===== src/wblc_pkg.sv =====
// Shared constants, codes and item types of the write-back LRU block cache controller.
package wblc_pkg;

    localparam int SLOTS     = 8;
    localparam int SLOT_W    = (SLOTS > 1) ? $clog2(SLOTS) : 1;
    localparam int LIVE_W    = $clog2(SLOTS + 1);

    localparam int PAGE_W    = 32;
    localparam int BLK_W     = 32;
    localparam int STAMP_W   = 32;
    localparam int OFF_W     = 16;
    localparam int SLOT_FW   = 3;
    localparam int SIU_W     = 4;
    localparam int LOG2_W    = 5;
    localparam int CFG_W     = 5;

    localparam logic [STAMP_W-1:0] STAMP_MAX = 32'hFFFF_FFFF;
    localparam logic [LOG2_W-1:0]  LOG2_MAX  = 5'd16;

    localparam logic [SIU_W-1:0]   SIU_RESET  = 4'd8;
    localparam logic [LOG2_W-1:0]  LOG2_RESET = 5'd3;

    // configuration register indexes
    localparam logic CFG_SLOTS_IN_USE = 1'b0;
    localparam logic CFG_PPB_LOG2     = 1'b1;

    // input kinds
    localparam logic [1:0] KIND_READ  = 2'd0;
    localparam logic [1:0] KIND_WRITE = 2'd1;
    localparam logic [1:0] KIND_FLUSH = 2'd2;
    localparam logic [1:0] KIND_NONE  = 2'd3;

    // result commands
    localparam logic [1:0] CMD_WB     = 2'd0;
    localparam logic [1:0] CMD_FILL   = 2'd1;
    localparam logic [1:0] CMD_ACCESS = 2'd2;
    localparam logic [1:0] CMD_DONE   = 2'd3;

    typedef struct packed {
        logic [1:0]        kind;
        logic [PAGE_W-1:0] page;
    } t_in_item;

    typedef struct packed {
        logic [1:0]         command;
        logic [BLK_W-1:0]   block_number;
        logic [SLOT_FW-1:0] slot;
        logic [OFF_W-1:0]   page_offset;
        logic               is_write;
        logic               last;
    } t_out_item;

endpackage


===== src/write_back_lru_block_cache_ctrl_core.sv =====
// Write-back, fully associative LRU block cache controller with a sequential slot scan.
// An access scans the live slots in order (stopping early on a hit), then emits up to
//   three commands (write-back, fill, access), each held while the output register is full.
// A flush scans the live slots in order, writing back each dirty slot, then emits done.
// Throughput: one item at a time; the slot scan through the shared tag/stamp compare sets it.
// Reset (synchronous, active low) clears valid/dirty and the access counter, presets config.
module write_back_lru_block_cache_ctrl_core (
    input  logic                                i_clk,
    input  logic                                i_rst_n,
    // input item channel
    input  logic                                i_in_valid,
    output logic                                o_in_ready,
    input  wblc_pkg::t_in_item                  i_in_item,
    // result item channel
    output logic                                o_out_valid,
    input  logic                                i_out_ready,
    output wblc_pkg::t_out_item                 o_out_item,
    // configuration write port
    input  logic                                i_cfg_we,
    input  logic                                i_cfg_idx,
    input  logic [wblc_pkg::CFG_W-1:0]          i_cfg_data
);

    typedef enum logic [2:0] {
        ST_IDLE,
        ST_SCAN,
        ST_WB,
        ST_FILL,
        ST_ACC,
        ST_FLUSH,
        ST_DONE
    } t_state;

    // ------------------------------------------------------------------
    // Control state
    // ------------------------------------------------------------------
    t_state                              r_state;
    logic [wblc_pkg::SIU_W-1:0]          r_siu;
    logic [wblc_pkg::LOG2_W-1:0]         r_lg;
    logic [wblc_pkg::SLOTS-1:0]          r_valid;
    logic [wblc_pkg::SLOTS-1:0]          r_dirty;
    logic [wblc_pkg::STAMP_W-1:0]        r_cnt;
    logic                                r_out_vld;

    // slot payload, written before it is read (valid bits guard it)
    logic [wblc_pkg::BLK_W-1:0]          r_tag   [wblc_pkg::SLOTS];
    logic [wblc_pkg::STAMP_W-1:0]        r_stamp [wblc_pkg::SLOTS];

    // per-item working registers
    logic [wblc_pkg::SLOT_W-1:0]         r_idx;
    logic [wblc_pkg::SLOT_W-1:0]         r_slot;
    logic [wblc_pkg::BLK_W-1:0]          r_blk;
    logic [wblc_pkg::OFF_W-1:0]          r_off;
    logic                                r_wr;
    logic                                r_free_fnd;
    logic [wblc_pkg::SLOT_W-1:0]         r_free;
    logic [wblc_pkg::SLOT_W-1:0]         r_best;
    logic [wblc_pkg::STAMP_W-1:0]        r_best_stamp;
    logic [wblc_pkg::BLK_W-1:0]          r_best_tag;
    logic                                r_best_dirty;
    logic [wblc_pkg::BLK_W-1:0]          r_wb_tag;
    wblc_pkg::t_out_item                 r_out;

    // ------------------------------------------------------------------
    // Derived configuration
    // ------------------------------------------------------------------
    logic [wblc_pkg::LIVE_W-1:0]         live;
    logic [wblc_pkg::SLOT_W-1:0]         last_idx;
    logic [wblc_pkg::LOG2_W-1:0]         lg_c;
    logic [wblc_pkg::OFF_W:0]            off_mask;

    always_comb begin
        // zero slots acts as one, more than the array acts as the whole array
        if (r_siu == '0) begin
            live = wblc_pkg::LIVE_W'(1);
        end else if (int'(r_siu) > wblc_pkg::SLOTS) begin
            live = wblc_pkg::LIVE_W'(wblc_pkg::SLOTS);
        end else begin
            live = wblc_pkg::LIVE_W'(r_siu);
        end
        last_idx = wblc_pkg::SLOT_W'(live - wblc_pkg::LIVE_W'(1));
        lg_c     = (r_lg > wblc_pkg::LOG2_MAX) ? wblc_pkg::LOG2_MAX : r_lg;
        off_mask = ((wblc_pkg::OFF_W+1)'(1) << lg_c) - (wblc_pkg::OFF_W+1)'(1);
    end

    // ------------------------------------------------------------------
    // Shared scan unit: one slot per cycle unless a flush stalls; tag and stamp compare
    // ------------------------------------------------------------------
    logic                                cur_v;
    logic                                cur_d;
    logic [wblc_pkg::BLK_W-1:0]          cur_tag;
    logic [wblc_pkg::STAMP_W-1:0]        cur_stamp;
    logic                                cur_hit;
    logic                                cand_upd;
    logic [wblc_pkg::SLOT_W-1:0]         fin_best;
    logic [wblc_pkg::BLK_W-1:0]          fin_tag;
    logic                                fin_dirty;
    logic                                free_any;
    logic [wblc_pkg::SLOT_W-1:0]         free_slot;
    logic                                can_emit;
    logic                                out_load;
    logic                                scan_end;
    logic [wblc_pkg::STAMP_W-1:0]        cnt_inc;

    always_comb begin
        cur_v     = r_valid[r_idx];
        cur_d     = r_dirty[r_idx];
        cur_tag   = r_tag[r_idx];
        cur_stamp = r_stamp[r_idx];
        cur_hit   = cur_v && (cur_tag == r_blk);
        // strict less-than keeps the lowest index on a stamp tie
        cand_upd  = cur_v && ((r_idx == '0) || (cur_stamp < r_best_stamp));
        fin_best  = cand_upd ? r_idx   : r_best;
        fin_tag   = cand_upd ? cur_tag : r_best_tag;
        fin_dirty = cand_upd ? cur_d   : r_best_dirty;
        free_any  = r_free_fnd || !cur_v;
        free_slot = r_free_fnd ? r_free : r_idx;
        can_emit  = !r_out_vld || i_out_ready;
        // a new result goes into the output register this cycle
        out_load  = can_emit && ((r_state inside {ST_WB, ST_FILL, ST_ACC, ST_DONE})
                                 || ((r_state == ST_FLUSH) && cur_v && cur_d));
        scan_end  = (r_idx == last_idx);
        cnt_inc   = (r_cnt == wblc_pkg::STAMP_MAX) ? r_cnt : r_cnt + 1'b1;
    end

    // ------------------------------------------------------------------
    // Sequencer
    // ------------------------------------------------------------------
    always_ff @(posedge i_clk) begin
        if (!i_rst_n) begin
            r_state   <= ST_IDLE;
            r_siu     <= wblc_pkg::SIU_RESET;
            r_lg      <= wblc_pkg::LOG2_RESET;
            r_valid   <= '0;
            r_dirty   <= '0;
            r_cnt     <= '0;
            r_out_vld <= 1'b0;
        end else begin
            // drop the result once the consumer takes it, unless a new one replaces it
            if (r_out_vld && i_out_ready && !out_load) begin
                r_out_vld <= 1'b0;
            end

            if (i_cfg_we) begin
                case (i_cfg_idx)
                    wblc_pkg::CFG_SLOTS_IN_USE: r_siu <= wblc_pkg::SIU_W'(i_cfg_data);
                    wblc_pkg::CFG_PPB_LOG2:     r_lg  <= i_cfg_data;
                    default: ;
                endcase
            end

            case (r_state)
                ST_IDLE: begin
                    if (i_in_valid) begin
                        r_idx      <= '0;
                        r_free_fnd <= 1'b0;
                        r_blk      <= i_in_item.page >> lg_c;
                        r_off      <= i_in_item.page[wblc_pkg::OFF_W-1:0]
                                      & off_mask[wblc_pkg::OFF_W-1:0];
                        r_wr       <= (i_in_item.kind == wblc_pkg::KIND_WRITE);
                        case (i_in_item.kind) inside
                            wblc_pkg::KIND_READ, wblc_pkg::KIND_WRITE: r_state <= ST_SCAN;
                            wblc_pkg::KIND_FLUSH:                      r_state <= ST_FLUSH;
                            default:                                   r_state <= ST_IDLE;
                        endcase
                    end
                end

                ST_SCAN: begin
                    if (cur_hit) begin
                        r_slot  <= r_idx;
                        r_state <= ST_ACC;
                    end else begin
                        if (!cur_v && !r_free_fnd) begin
                            r_free_fnd <= 1'b1;
                            r_free     <= r_idx;
                        end
                        if (cand_upd) begin
                            r_best       <= r_idx;
                            r_best_stamp <= cur_stamp;
                            r_best_tag   <= cur_tag;
                            r_best_dirty <= cur_d;
                        end
                        if (scan_end) begin
                            if (free_any) begin
                                r_slot  <= free_slot;
                                r_state <= ST_FILL;
                            end else begin
                                // evict least recently used, write back first if dirty
                                r_slot   <= fin_best;
                                r_wb_tag <= fin_tag;
                                r_state  <= fin_dirty ? ST_WB : ST_FILL;
                            end
                        end else begin
                            r_idx <= r_idx + 1'b1;
                        end
                    end
                end

                ST_WB: begin
                    if (can_emit) begin
                        r_out_vld          <= 1'b1;
                        r_out.command      <= wblc_pkg::CMD_WB;
                        r_out.block_number <= r_wb_tag;
                        r_out.slot         <= wblc_pkg::SLOT_FW'(r_slot);
                        r_out.page_offset  <= '0;
                        r_out.is_write     <= 1'b0;
                        r_out.last         <= 1'b0;
                        r_state            <= ST_FILL;
                    end
                end

                ST_FILL: begin
                    if (can_emit) begin
                        r_out_vld          <= 1'b1;
                        r_out.command      <= wblc_pkg::CMD_FILL;
                        r_out.block_number <= r_blk;
                        r_out.slot         <= wblc_pkg::SLOT_FW'(r_slot);
                        r_out.page_offset  <= '0;
                        r_out.is_write     <= 1'b0;
                        r_out.last         <= 1'b0;
                        r_valid[r_slot]    <= 1'b1;
                        r_dirty[r_slot]    <= 1'b0;
                        r_tag[r_slot]      <= r_blk;
                        r_state            <= ST_ACC;
                    end
                end

                ST_ACC: begin
                    if (can_emit) begin
                        r_out_vld          <= 1'b1;
                        r_out.command      <= wblc_pkg::CMD_ACCESS;
                        r_out.block_number <= r_blk;
                        r_out.slot         <= wblc_pkg::SLOT_FW'(r_slot);
                        r_out.page_offset  <= r_off;
                        r_out.is_write     <= r_wr;
                        r_out.last         <= 1'b1;
                        r_stamp[r_slot]    <= r_cnt;
                        r_cnt              <= cnt_inc;
                        if (r_wr) begin
                            r_dirty[r_slot] <= 1'b1;
                        end
                        r_state            <= ST_IDLE;
                    end
                end

                ST_FLUSH: begin
                    // hold on a dirty slot until the output register frees up
                    if (!(cur_v && cur_d) || can_emit) begin
                        if (cur_v && cur_d) begin
                            r_out_vld          <= 1'b1;
                            r_out.command      <= wblc_pkg::CMD_WB;
                            r_out.block_number <= cur_tag;
                            r_out.slot         <= wblc_pkg::SLOT_FW'(r_idx);
                            r_out.page_offset  <= '0;
                            r_out.is_write     <= 1'b0;
                            r_out.last         <= 1'b0;
                            r_stamp[r_idx]     <= r_cnt;
                            r_cnt              <= cnt_inc;
                            r_dirty[r_idx]     <= 1'b0;
                        end
                        if (scan_end) begin
                            r_state <= ST_DONE;
                        end else begin
                            r_idx <= r_idx + 1'b1;
                        end
                    end
                end

                ST_DONE: begin
                    if (can_emit) begin
                        r_out_vld          <= 1'b1;
                        r_out.command      <= wblc_pkg::CMD_DONE;
                        r_out.block_number <= '0;
                        r_out.slot         <= '0;
                        r_out.page_offset  <= '0;
                        r_out.is_write     <= 1'b0;
                        r_out.last         <= 1'b1;
                        r_state            <= ST_IDLE;
                    end
                end

                default: r_state <= ST_IDLE;
            endcase
        end
    end

    assign o_in_ready  = (r_state == ST_IDLE);
    assign o_out_valid = r_out_vld;
    assign o_out_item  = r_out;

    // ------------------------------------------------------------------
    // Assertions
    // ------------------------------------------------------------------
    a_dirty_implies_valid: assert property (@(posedge i_clk) disable iff (!i_rst_n)
        (r_dirty & ~r_valid) == '0)
        else $error("dirty bit set on an invalid slot");

    a_counter_monotonic: assert property (@(posedge i_clk)
        $past(i_rst_n) && i_rst_n |-> r_cnt >= $past(r_cnt))
        else $error("access counter went backwards");

    a_last_marks_final: assert property (@(posedge i_clk) disable iff (!i_rst_n)
        o_out_valid |-> (o_out_item.last == ((o_out_item.command == wblc_pkg::CMD_ACCESS)
                                           || (o_out_item.command == wblc_pkg::CMD_DONE))))
        else $error("last flag does not match the command");

endmodule

===== config.mk =====
export PLATFORM = sky130hd
export DESIGN_NAME = write_back_lru_block_cache_ctrl_core
export DESIGN_NICKNAME = d
export VERILOG_FILES = /design/src/wblc_pkg.sv /design/src/write_back_lru_block_cache_ctrl_core.sv
export SDC_FILE = /design/constraint.sdc
export NUM_CORES = 1
export LEC_CHECK = 0
export ABC_AREA = 1
export BUFFER_PORTS_ARGS = -buffer_cell sky130_fd_sc_hd__clkbuf_2
export CORE_MARGIN = 1
export CORE_UTILIZATION = 35
export CTS_CLUSTER_DIAMETER = 100
export CTS_CLUSTER_SIZE = 40
export DETAILED_ROUTE_END_ITERATION = 6
export HOLD_SLACK_MARGIN = 0.02
export PLACE_DENSITY = 0.47
export SETUP_SLACK_MARGIN = 0.3
export SYNTH_ARGS = -nofsm -noshare
export SYNTH_HDL_FRONTEND = slang
export SYNTH_SLANG_ARGS = --single-unit

===== constraint.sdc =====
create_clock -name i_clk -period 13.9 [get_ports i_clk]
set_input_delay 0 -clock i_clk [delete_from_list [all_inputs] [get_ports i_clk]]
set_output_delay 0 -clock i_clk [all_outputs]
set_load 0.01 [all_outputs]

==> metrics.cfg, run 1 <==
[logic_synthesis]
yosysWarnings=0
yosysMostFrequentCell=edfxtp_1
ys_ff_latch=789
synth-async-reset-ratio_pct=0
synth.largest_area_cell=edfxtp_1
synth_nets=3149
synthCells=3068
synth_common_cells=edfxtp_1, nor2_1, nand2_1, o21ai_0, inv_1
synth-edff-count=725
synth.avg_cell_area_um2=11.1
yosys.area.top_type_share_pct=63.7
ys_top_cells_by_area=edfxtp_1, nor2_1, o21ai_0
syn_area_um2=34200
ys_seq_area_share_pct=67.4
ys_types=59
synthFlopType=edfxtp_1

[detailed_routing]
post_drt_wl_per_cell_um=21.0
first_pass_iters=5
drt_iter0_markers=2098
ant_nets=0
vias=23000
via_per_inst=5.19
drc=0
finalWirelength_um=92800

[grt]
grt_max_degree=99
antenna_found_initial=1
grt_pass1_vias=22600
grt_pass1_wl_um=141000
grtUsageTotal_pct=18.6
gr-total-overflow=0

[die]
boundaryPins=102
die-area_um2=98900
row_count=114
die_h_um=315
initial_core_util_pct=35.3
fp.dieW_um=315
core_region_area_um2=96700

[worst_setup_path]
required_ns=14.21
crit_type=flop to flop
critPathLaunchType=flop
slowest_stage=nor2_4
slowest_delay_ns=0.92
endpoint_kind=flop
critical_path.most_common_cell=nand2_1
crit_fanout=74
worst_ep_arrival_time_ns=6.19
crit_chain=buf_4 > buf_4 > o21ai_0 > o22ai_1 > nor2_1 > a31oi_1 > ha_1 > a21oi_1 > nor2_1 > a211oi_1 > nand2_1 > nand2_1 > nand2_1 > nand2_1 > nand2_1 > nand2_1 > nand2_2 > buf_4 > nor2_4

[sta]
hold_violations=0
skew_ns=0.0852
period_needed_ns=5.88
finalCritPeriodShare_pct=42.3
setup_ws_ns=8.02
slew_headroom_pct=25.5
finalSetupViolations=0
rsz0062_at_grt=no
fin_setup_tns_ns=0
fmax_mhz=170
slew_violations=0
worst_pin_slew_ns=1.12

[status]
status=finished clean

[clock_tree]
cts-resized-gates=0
cts_root_buf=clkbuf_16
cts_buffer_depth=3
htreeDepth=1
cts_tree=done
cts.sinks=789
clk_latency_ns=0.69
clk_pin_slew_ns=0.15
numCtsBuffers=30
cts_post_setup_buffers_inserted=0
hold_buffers=43

[power_and_ir_drop]
power.leakage_nw=13.0
net-switching-power_mw=2.44
p_int_mw=3.90
clkPwrFrac_pct=19.8
max-vdd-ir-drop_mv=0.121
comb_power_share_pct=32.9
p_per_area_nw_per_um2=169
pwr-share-seq_pct=47.3
netSwitchingFraction_pct=38.5

[placed_design]
hpwl_um=57000
gp_congestion=0.874
portBuffers=101
dp_slack_ns=7.96

[finish]
drive_gt1_share_pct=9.01
nets=3211
area_growth_pct=9.90
antenna_cells=0

[flow_run]
maxCapViolations=0

[min_path]
hp-class=primary input to flop

[per-stage QoR]
step | util, % | total power, mW | hold WS (ns) | instance area, um2 | instances
final | 38.8 | 6.34 | 0.0423 | 37600 | 4429
after detailed placement | 37.3 | 5.14 | 0.268 | 36000 | 4331
after floorplan | - | 4.45 | 0.113 | 34200 | 3068
after global placement | 37.3 | 5.12 | 0.261 | 36000 | 4331
after CTS | 38.8 | 6.40 | 0.0272 | 37600 | 4429
after global routing | 38.8 | 6.73 | 0.0542 | 37600 | 4429
[layer usage]
| layer | global-route usage, % | up-vias | share of wire [%] |
|---|---|---|---|
| met1 | 25.1 | 11400 | 45 |
| met2 | 31.8 | 509 | 49 |
| met3 | 2.13 | 97 | 4.0 |
| met5 | 0 | - | 0 |
| met4 | 4.79 | 0 | 2.4 |
| li1 | - | 11000 | - |
[placed cells by master (no fill, tap or decap), types with 16 or more instances in the layout]
| cell type | instances |
|---|---|
| a21oi_1 | 64 |
| a31oi_1 | 35 |
| buf_4 | 41 |
| clkbuf_16 | 30 |
| clkbuf_2 | 101 |
| dfxtp_1 | 61 |
| dlygate4sd3_1 | 43 |
| edfxtp_1 | 725 |
| ha_1 | 36 |
| inv_1 | 196 |
| mux2i_1 | 16 |
| nand2_1 | 412 |
| nand3_1 | 38 |
| nand4_1 | 24 |
| nor2_1 | 528 |
| nor2_4 | 23 |
| nor3_1 | 39 |
| o211ai_1 | 68 |
| o21ai_0 | 382 |
| o21ai_1 | 31 |
| o221ai_1 | 48 |
| o22ai_1 | 49 |
| or2_2 | 18 |
| xor2_1 | 16 |
[path summary, 6_finish.rpt]
| kind | start | slack, ns | endpoint | cells after the start |
|---|---|---|---|---|
| setup reg to reg | flop | 8.02 | r_best_stamp[11]$_DFFE_PP_ | 19 |
| hold / removal | i_in_item[25] | 0.04 | r_blk[8]$_DFFE_PP_ | 3 |
| hold reg to reg | r_valid[0]$_SDFFE_PN0P_ | 0.47 | r_valid[0]$_SDFFE_PN0P_ | 2 |
| setup / recovery | flop | 8.02 | r_best_stamp[11]$_DFFE_PP_ | 19 |
[cells by family (layout without fill, tap and decap cells)]
group                      Yosys count  count (layout)  synth area share (%)
xor gates and xnor gates            24              24                 0.615
muxes                               16              16                 0.469
adders and majority gates           36              36                  1.32
and+or+nand+nor                   1127            1127                  13.6
AOI/OAI and AO/OA                  711             711                  12.1
buffers and inverters              365             450                  4.48
DFF                                789             789                  67.4
[worst max-delay path: cells and delay by family, from the launching register on]
| family | cells | cell delay, ns |
|---|---|---|
| AOI/OAI and AO/OA | 5 | 0.96 |
| adders and majority gates | 1 | 0.28 |
| buffers and inverters | 3 | 1.72 |
| DFF | 1 | 0.72 |
| and+or+nand+nor | 10 | 1.70 |
[power groups by stage]
stage	sequential (mW)	clock, mW	combinational, mW
2_1_floorplan	2.97	0	1.48
3_3_place_gp	3.05	0	2.07
3_5_place_dp	3.05	0	2.08
4_1_cts	3.00	1.30	2.11
5_1_grt	3.02	1.36	2.35
6_report	3.00	1.25	2.08
[state kept, by name, indices dropped and copies added (netlist names), 16 cells and up, named ones only]
register,count
r_cnt,32
o_out_item,54
r_stamp,256
r_best_stamp,32
r_blk,32
r_wb_tag,32
r_off,16
r_best_tag,32
r_tag,256
[area by class of cell]
| cell class | instances | area (um2) |
|---|---|---|
| Inverter | 210 | 798 |
| Sequential cell | 789 | 23100 |
| Clock buffer | 31 | 754 |
| Tap cell | 1276 | 1600 |
| Fill cell | 9401 | 59100 |
| Timing Repair Buffer | 185 | 1240 |
| Multi-Input combinational cell | 1914 | 9760 |
| Clock inverter | 24 | 352 |
Note: power is estimated with default switching activity, not from simulation.
==> run 2: changes to the inputs <==
clock period = 5.8 ns   (was 13.9 ns; I/O delays follow)
==> run 2 against run 1 <==
  * Die area did not move
  * Global-route usage rose by 0.30 points
  * Register-to-register slack got worse by 6.8 ns
  * Largest cell class unchanged
  * Largest power group unchanged
  * Worst setup slack got worse by 6.8 ns
  * Critical path type unchanged
  * Highest routed layer unchanged
==> metrics.cfg, run 2 (synthesis results as in run 1) <==
[grt]
gr-total-overflow=0  ; unchanged
grt_max_degree=131  ; +32%
antenna_found_initial=2  ; +1
grt_pass1_wl_um=143000  ; +1.5%
grt_pass1_vias=22800  ; +0.91%
grtUsageTotal_pct=18.9  ; +0.30 points

[power_and_ir_drop]
p_int_mw=9.42  ; +140%
comb_power_share_pct=33.1  ; +0.2 points
max-vdd-ir-drop_mv=0.393  ; +220%
power.leakage_nw=13.1  ; +0.70%
clkPwrFrac_pct=20.0  ; +0.2 points
netSwitchingFraction_pct=38.4  ; -0.088 points
p_per_area_nw_per_um2=405  ; +140%
total_power_mw=15.3  ; +140%
net-switching-power_mw=5.88  ; +140%
pwr-share-seq_pct=47.0  ; -0.3 points

[sta]
finalCritPeriodShare_pct=79.1  ; +37 points
finalSetupViolations=0  ; unchanged
period_needed_ns=4.59  ; -1.30 ns
slew_headroom_pct=19.7  ; -5.8 points
fmax_mhz=218  ; +28%
setup_ws_ns=1.21  ; -6.80 ns
hold_violations=0  ; unchanged
worst_pin_slew_ns=1.20  ; +0.0829 ns
fin_setup_tns_ns=0  ; unchanged
skew_ns=0.0471  ; -0.0381 ns
slew_violations=0  ; unchanged
rsz0062_at_grt=no

[detailed_routing]
first_pass_iters=5  ; unchanged
post_drt_wl_per_cell_um=21.2  ; +1.2%
drt_iter0_markers=1720  ; -18%
ant_nets=0  ; unchanged
via_per_inst=5.21  ; +0.54%
finalWirelength_um=94100  ; +1.4%
vias=23100  ; +0.72%
drc=0  ; unchanged

[flow_run]
maxCapViolations=0  ; unchanged

[finish]
mostFrequentLayoutCell=edfxtp_1
drive_gt1_share_pct=9.11  ; +0.11 points
layout_common_cells=edfxtp_1, nor2_1, nand2_1, o21ai_0, inv_1
area_growth_pct=10.6
fillers=9403  ; +0.021%
nets=3218  ; +0.22%
fin_util_pct=39.1  ; +0.25 points

[clock_tree]
cts_buffer_depth=3  ; unchanged
cts_tree=done
cts_post_setup_buffers_inserted=0  ; unchanged
hold_buffers=45  ; +4.7%
clk_pin_slew_ns=0.14  ; about the same
numCtsBuffers=30  ; unchanged
cts-resized-gates=0  ; unchanged
htreeDepth=1  ; unchanged
cts_root_buf=clkbuf_16
clk_latency_ns=0.67  ; -0.02 ns
cts.sinks=789  ; unchanged

[worst_setup_path]
required_ns=6.31  ; -7.90 ns
worst_ep_arrival_time_ns=5.10  ; -1.09 ns
critPathLaunchType=flop
crit_type=flop to flop
crit_fanout=87  ; +18%
endpoint_kind=flop

[placed_design]
dp_slack_ns=1.17  ; -6.79 ns
hpwl_um=59400  ; +4.1%
gp_congestion=0.879  ; +0.50%
portBuffers=101  ; unchanged

[die]
row_count=114  ; unchanged
fp.dieW_um=315  ; unchanged
initial_core_util_pct=35.3  ; unchanged
boundaryPins=102  ; unchanged
core_region_area_um2=96700  ; unchanged
die-area_um2=98900  ; unchanged
die_h_um=315  ; unchanged

[status]
status=finished clean

[min_path]
hp-class=primary input to flop

==> run 2: cell count changes in the layout (fill, tap and decap cells not counted), moves of 2 or more <==
cell and delta:
clkinv_8 -3, dlygate4sd3_1 +2, buf_4 -6, inv_8 +2
clkinv_4 -2, buf_12 +11, clkinv_16 +2
==> run 2: per-layer routing <==
layer | vias to the layer above | track usage [%] | routed length, um
met3 | 88 | 1.39 | 3020
met2 | 500 | 32.1 | 45300
met1 | 11600 | 26.4 | 43800
li1 | 11000 | - | -
met5 | - | 0 | 0
met4 | 0 | 4.23 | 1940
==> run 2: power by group through the flow <==
stage | Combinational, mW | Clock (mW) | Sequential, mW
after floorplan | 3.54 | 0 | 7.11
after global placement | 5.03 | 0 | 7.30
after detailed placement | 5.08 | 0 | 7.32
after CTS | 5.12 | 3.16 | 7.19
after global routing | 5.70 | 3.31 | 7.24
final | 5.06 | 3.06 | 7.19
==> run 2: worst paths after layout <==
path	startpoint	to	slack, ns	depth (start not counted)
setup / recovery	flop	r_slot[2]$_DFFE_PP_	1.21	20
hold / removal	i_in_item[21]	r_blk[2]$_DFFE_PP_	0.08	5
setup reg to reg	flop	r_slot[2]$_DFFE_PP_	1.21	20
hold reg to reg	r_valid[6]$_SDFFE_PN0P_	r_valid[6]$_SDFFE_PN0P_	0.47	2
==> run 2: cell type report <==
cell class	count	area, um2	share of cell area [%]
sequential	789	23100	61.0
multi-input combinational	1914	9770	25.8
tap	1276	1600	4.22
timing repair buffer	192	1440	3.81
inverter	210	798	2.11
clock buffer	33	793	2.10
clock inverter	22	344	0.910
antenna	1	2.50	0.00662
==> run 2: worst max-delay path: stages (launching register included) <==
cell     delay, ns
dfxtp_4       0.55
inv_6         0.50
buf_4         0.54
o21ai_0       0.14
o22ai_1       0.13
nor2_1        0.05
a31oi_1       0.33
ha_1          0.18
nand2_1       0.06
o21a_1        0.19
o221a_2       0.23
nand2_1       0.17
nand2_1       0.10
nand2_1       0.08
nand2_1       0.08
nand2_2       0.11
buf_4         0.37
nand2_1       0.08
o21ai_0       0.14
nand2_1       0.10
a31oi_1       0.16
==> run 2: metrics by stage <==
| step | hold WS [ns] | instances | instance area, um2 |
|---|---|---|---|
| 2_1_floorplan | 0.113 | 3068 | 34200 |
| 3_3_place_gp | 0.237 | 4336 | 36200 |
| 3_5_place_dp | 0.257 | 4336 | 36200 |
| 4_1_cts | 0.0231 | 4436 | 37800 |
| 5_1_grt | 0.0909 | 4436 | 37800 |
| 6_report | 0.0833 | 4437 | 37800 |
==> run 3: changes to the inputs <==
clock period = 4.4 ns   (was 5.8 ns; I/O delays follow)
==> run 3 against run 2 <==
  * Flip-flop and latch count stayed put
  * Worst setup slack got worse by 0.64 ns
  * Critical path depth is 5 lower
  * Wire length is 0.65% lower
  * Global-route usage down 0.41 points
  * Utilization grew 0.23 points
  * Final cell count grew 0.36%
  * Clock power increased by 27%
  * Hold slack got worse by 0.0080 ns
  * Combinational power rose by 40%
  * Register-to-register slack got worse by 0.64 ns
  * First-iteration DRC count up 5.0%
  * Largest cell class unchanged
==> metrics.cfg, run 3 (synthesis results as in run 1) <==
[status]
status=finished clean

[clock_tree]
cts_post_setup_buffers_inserted=0  ; unchanged
cts_buffer_depth=3  ; unchanged
numCtsBuffers=29  ; -3.3%
clk_pin_slew_ns=0.14  ; about the same
cts_tree=done
htreeDepth=1  ; unchanged
cts_root_buf=clkbuf_16
cts.sinks=789  ; unchanged
clk_latency_ns=0.66  ; about the same

[worst_setup_path]
crit_chain=buf_12 > nor2_1 > nor2_1 > o21ai_0 > o21ai_0 > o21ai_2 > xor2_1 > nor3b_1 > nand3_1 > nor3_1 > buf_4 > nand2_1 > nand3_1 > nor2_2 > o21ai_2
path_delay_family=simple AND/OR/NAND/NOR gates
crit_fanout=92  ; +5.7%
endpoint_kind=flop
reg2reg_slack_ns=0.57  ; -0.64 ns
slowest_delay_ns=0.51  ; -0.04 ns
crit_type=flop to flop
required_ns=4.91  ; -1.40 ns
critPathLaunchType=flop
worst_ep_arrival_time_ns=4.34  ; -0.76 ns
slowest_stage=nor3_1
rr_worst_depth=15  ; -25%
path_buf_inv=2  ; -1

[detailed_routing]
drt_iter0_markers=1806  ; +5.0%
ant_nets=0  ; unchanged
vias=23100  ; -0.36%
post_drt_wl_per_cell_um=21.0  ; -1.0%
first_pass_iters=5  ; unchanged
finalWirelength_um=93500  ; -0.65%
drc=0  ; unchanged
via_per_inst=5.18  ; -0.72%

[sta]
finalSetupViolations=0  ; unchanged
finalCritPeriodShare_pct=87.0  ; +7.9 points
slew_headroom_pct=34.6  ; +15 points
rsz0062_at_grt=no
worst_pin_slew_ns=0.980  ; -0.220 ns
fin_setup_tns_ns=0  ; unchanged
skew_ns=0.0519  ; +0.00478 ns
slew_violations=0  ; unchanged
hold_violations=0  ; unchanged
period_needed_ns=3.83  ; -0.759 ns
setup_ws_ns=0.572  ; -0.641 ns
fmax_mhz=261  ; +20%

[die]
row_count=114  ; unchanged
boundaryPins=102  ; unchanged
initial_core_util_pct=35.3  ; unchanged
fp.dieW_um=315  ; unchanged
core_region_area_um2=96700  ; unchanged
die_h_um=315  ; unchanged
die-area_um2=98900  ; unchanged

[finish]
mostFrequentLayoutCell=edfxtp_1
fin_util_pct=39.3  ; +0.23 points
drive_gt1_share_pct=9.79  ; +0.68 points
nets=3239  ; +0.65%
layout_common_cells=edfxtp_1, nor2_1, nand2_1, o21ai_0, inv_1
antenna_cells=0  ; -1
area_growth_pct=11.3

[power_and_ir_drop]
max-vdd-ir-drop_mv=0.330  ; -16%
power.leakage_nw=13.2  ; +0.92%
p_per_area_nw_per_um2=534  ; +32%
total_power_mw=20.3  ; +33%

[placed_design]
portBuffers=101  ; unchanged
dp_slack_ns=0.251  ; -0.914 ns
gp_congestion=0.877  ; -0.22%
hpwl_um=59100  ; -0.46%

[min_path]
hold_path_depth=5  ; unchanged
hp-class=primary input to flop
holdPathEnd=r_blk[12]$_DFFE_PP_
worstHoldStart=i_in_item[26]

[grt]
gr-total-overflow=0  ; unchanged
grtUsageTotal_pct=18.5  ; -0.41 points
grt_max_degree=97  ; -26%
antenna_found_initial=2  ; unchanged
grt_pass1_vias=22500  ; -1.6%
grt_pass1_wl_um=140000  ; -2.5%

[flow_run]
maxCapViolations=0  ; unchanged

[run 3: cell count changes in the layout (fill, tap and decap cells not counted), sizes merged, moves of 2 or more]
cell and delta:
buf +24, bufinv +2, clkbuf -3, dlygate4sd3 -3, inv -3
[run 3: worst min-delay path, cell delays in order]
cell	delay [ns]
clkbuf_2	0.09
mux2i_1	0.07
mux2i_1	0.16
mux2i_1	0.11
o221ai_1	0.18
[run 3: worst max-delay path by stage]
stage          startpoint                       end  depth (start not counted)
2_1_floorplan        flop     r_wb_tag[0]$_DFFE_PP_                         15
3_3_place_gp         flop                      flop                         17
3_5_place_dp         flop                      flop                         17
4_1_cts              flop  r_best_tag[11]$_DFFE_PP_                         16
5_1_grt              flop     r_wb_tag[7]$_DFFE_PP_                         16
6_report             flop                      flop                         15
[run 3: metal layers]
metal,up-vias,routed length (um),track usage (%)
li1,11000,-,-
met5,-,0,0
met4,0,1910,4.42
met1,11400,42400,25.2
met3,85,3520,1.59
met2,519,45700,31.8
[run 3: timing repair]
item                       CTS  global route
hold buffers                42             0
gates resized for setup      1             5
cloned                       0             1
hold endpoints to repair    62             0
setup endpoints to repair    1           101
[run 3: cell type report]
class,count,area (um2)
Timing Repair Buffer,214,1720
Clock inverter,21,332
Multi-Input combinational cell,1914,9790
Inverter,210,810
Tap cell,1276,1600
Clock buffer,29,726
Fill cell,9326,58700
Sequential cell,789,23100
[run 3: through the flow]
| step | instances | hold slack [ns] | cell area (um2) |
|---|---|---|---|
| global route | 4453 | 0.123 | 38000 |
| detailed placement | 4360 | 0.268 | 36500 |
| global placement | 4360 | 0.264 | 36500 |
| CTS | 4452 | 0.0454 | 38000 |
| finish | 4453 | 0.0753 | 38000 |
| floorplan | 3068 | 0.113 | 34300 |
[run 3: report_power, final]
part / internal [mW] / switching [mW]
sequential: 8.96 / 0.388
clock: 1.45 / 2.45
combinational: 2.19 / 4.87
total: 12.6 / 7.71
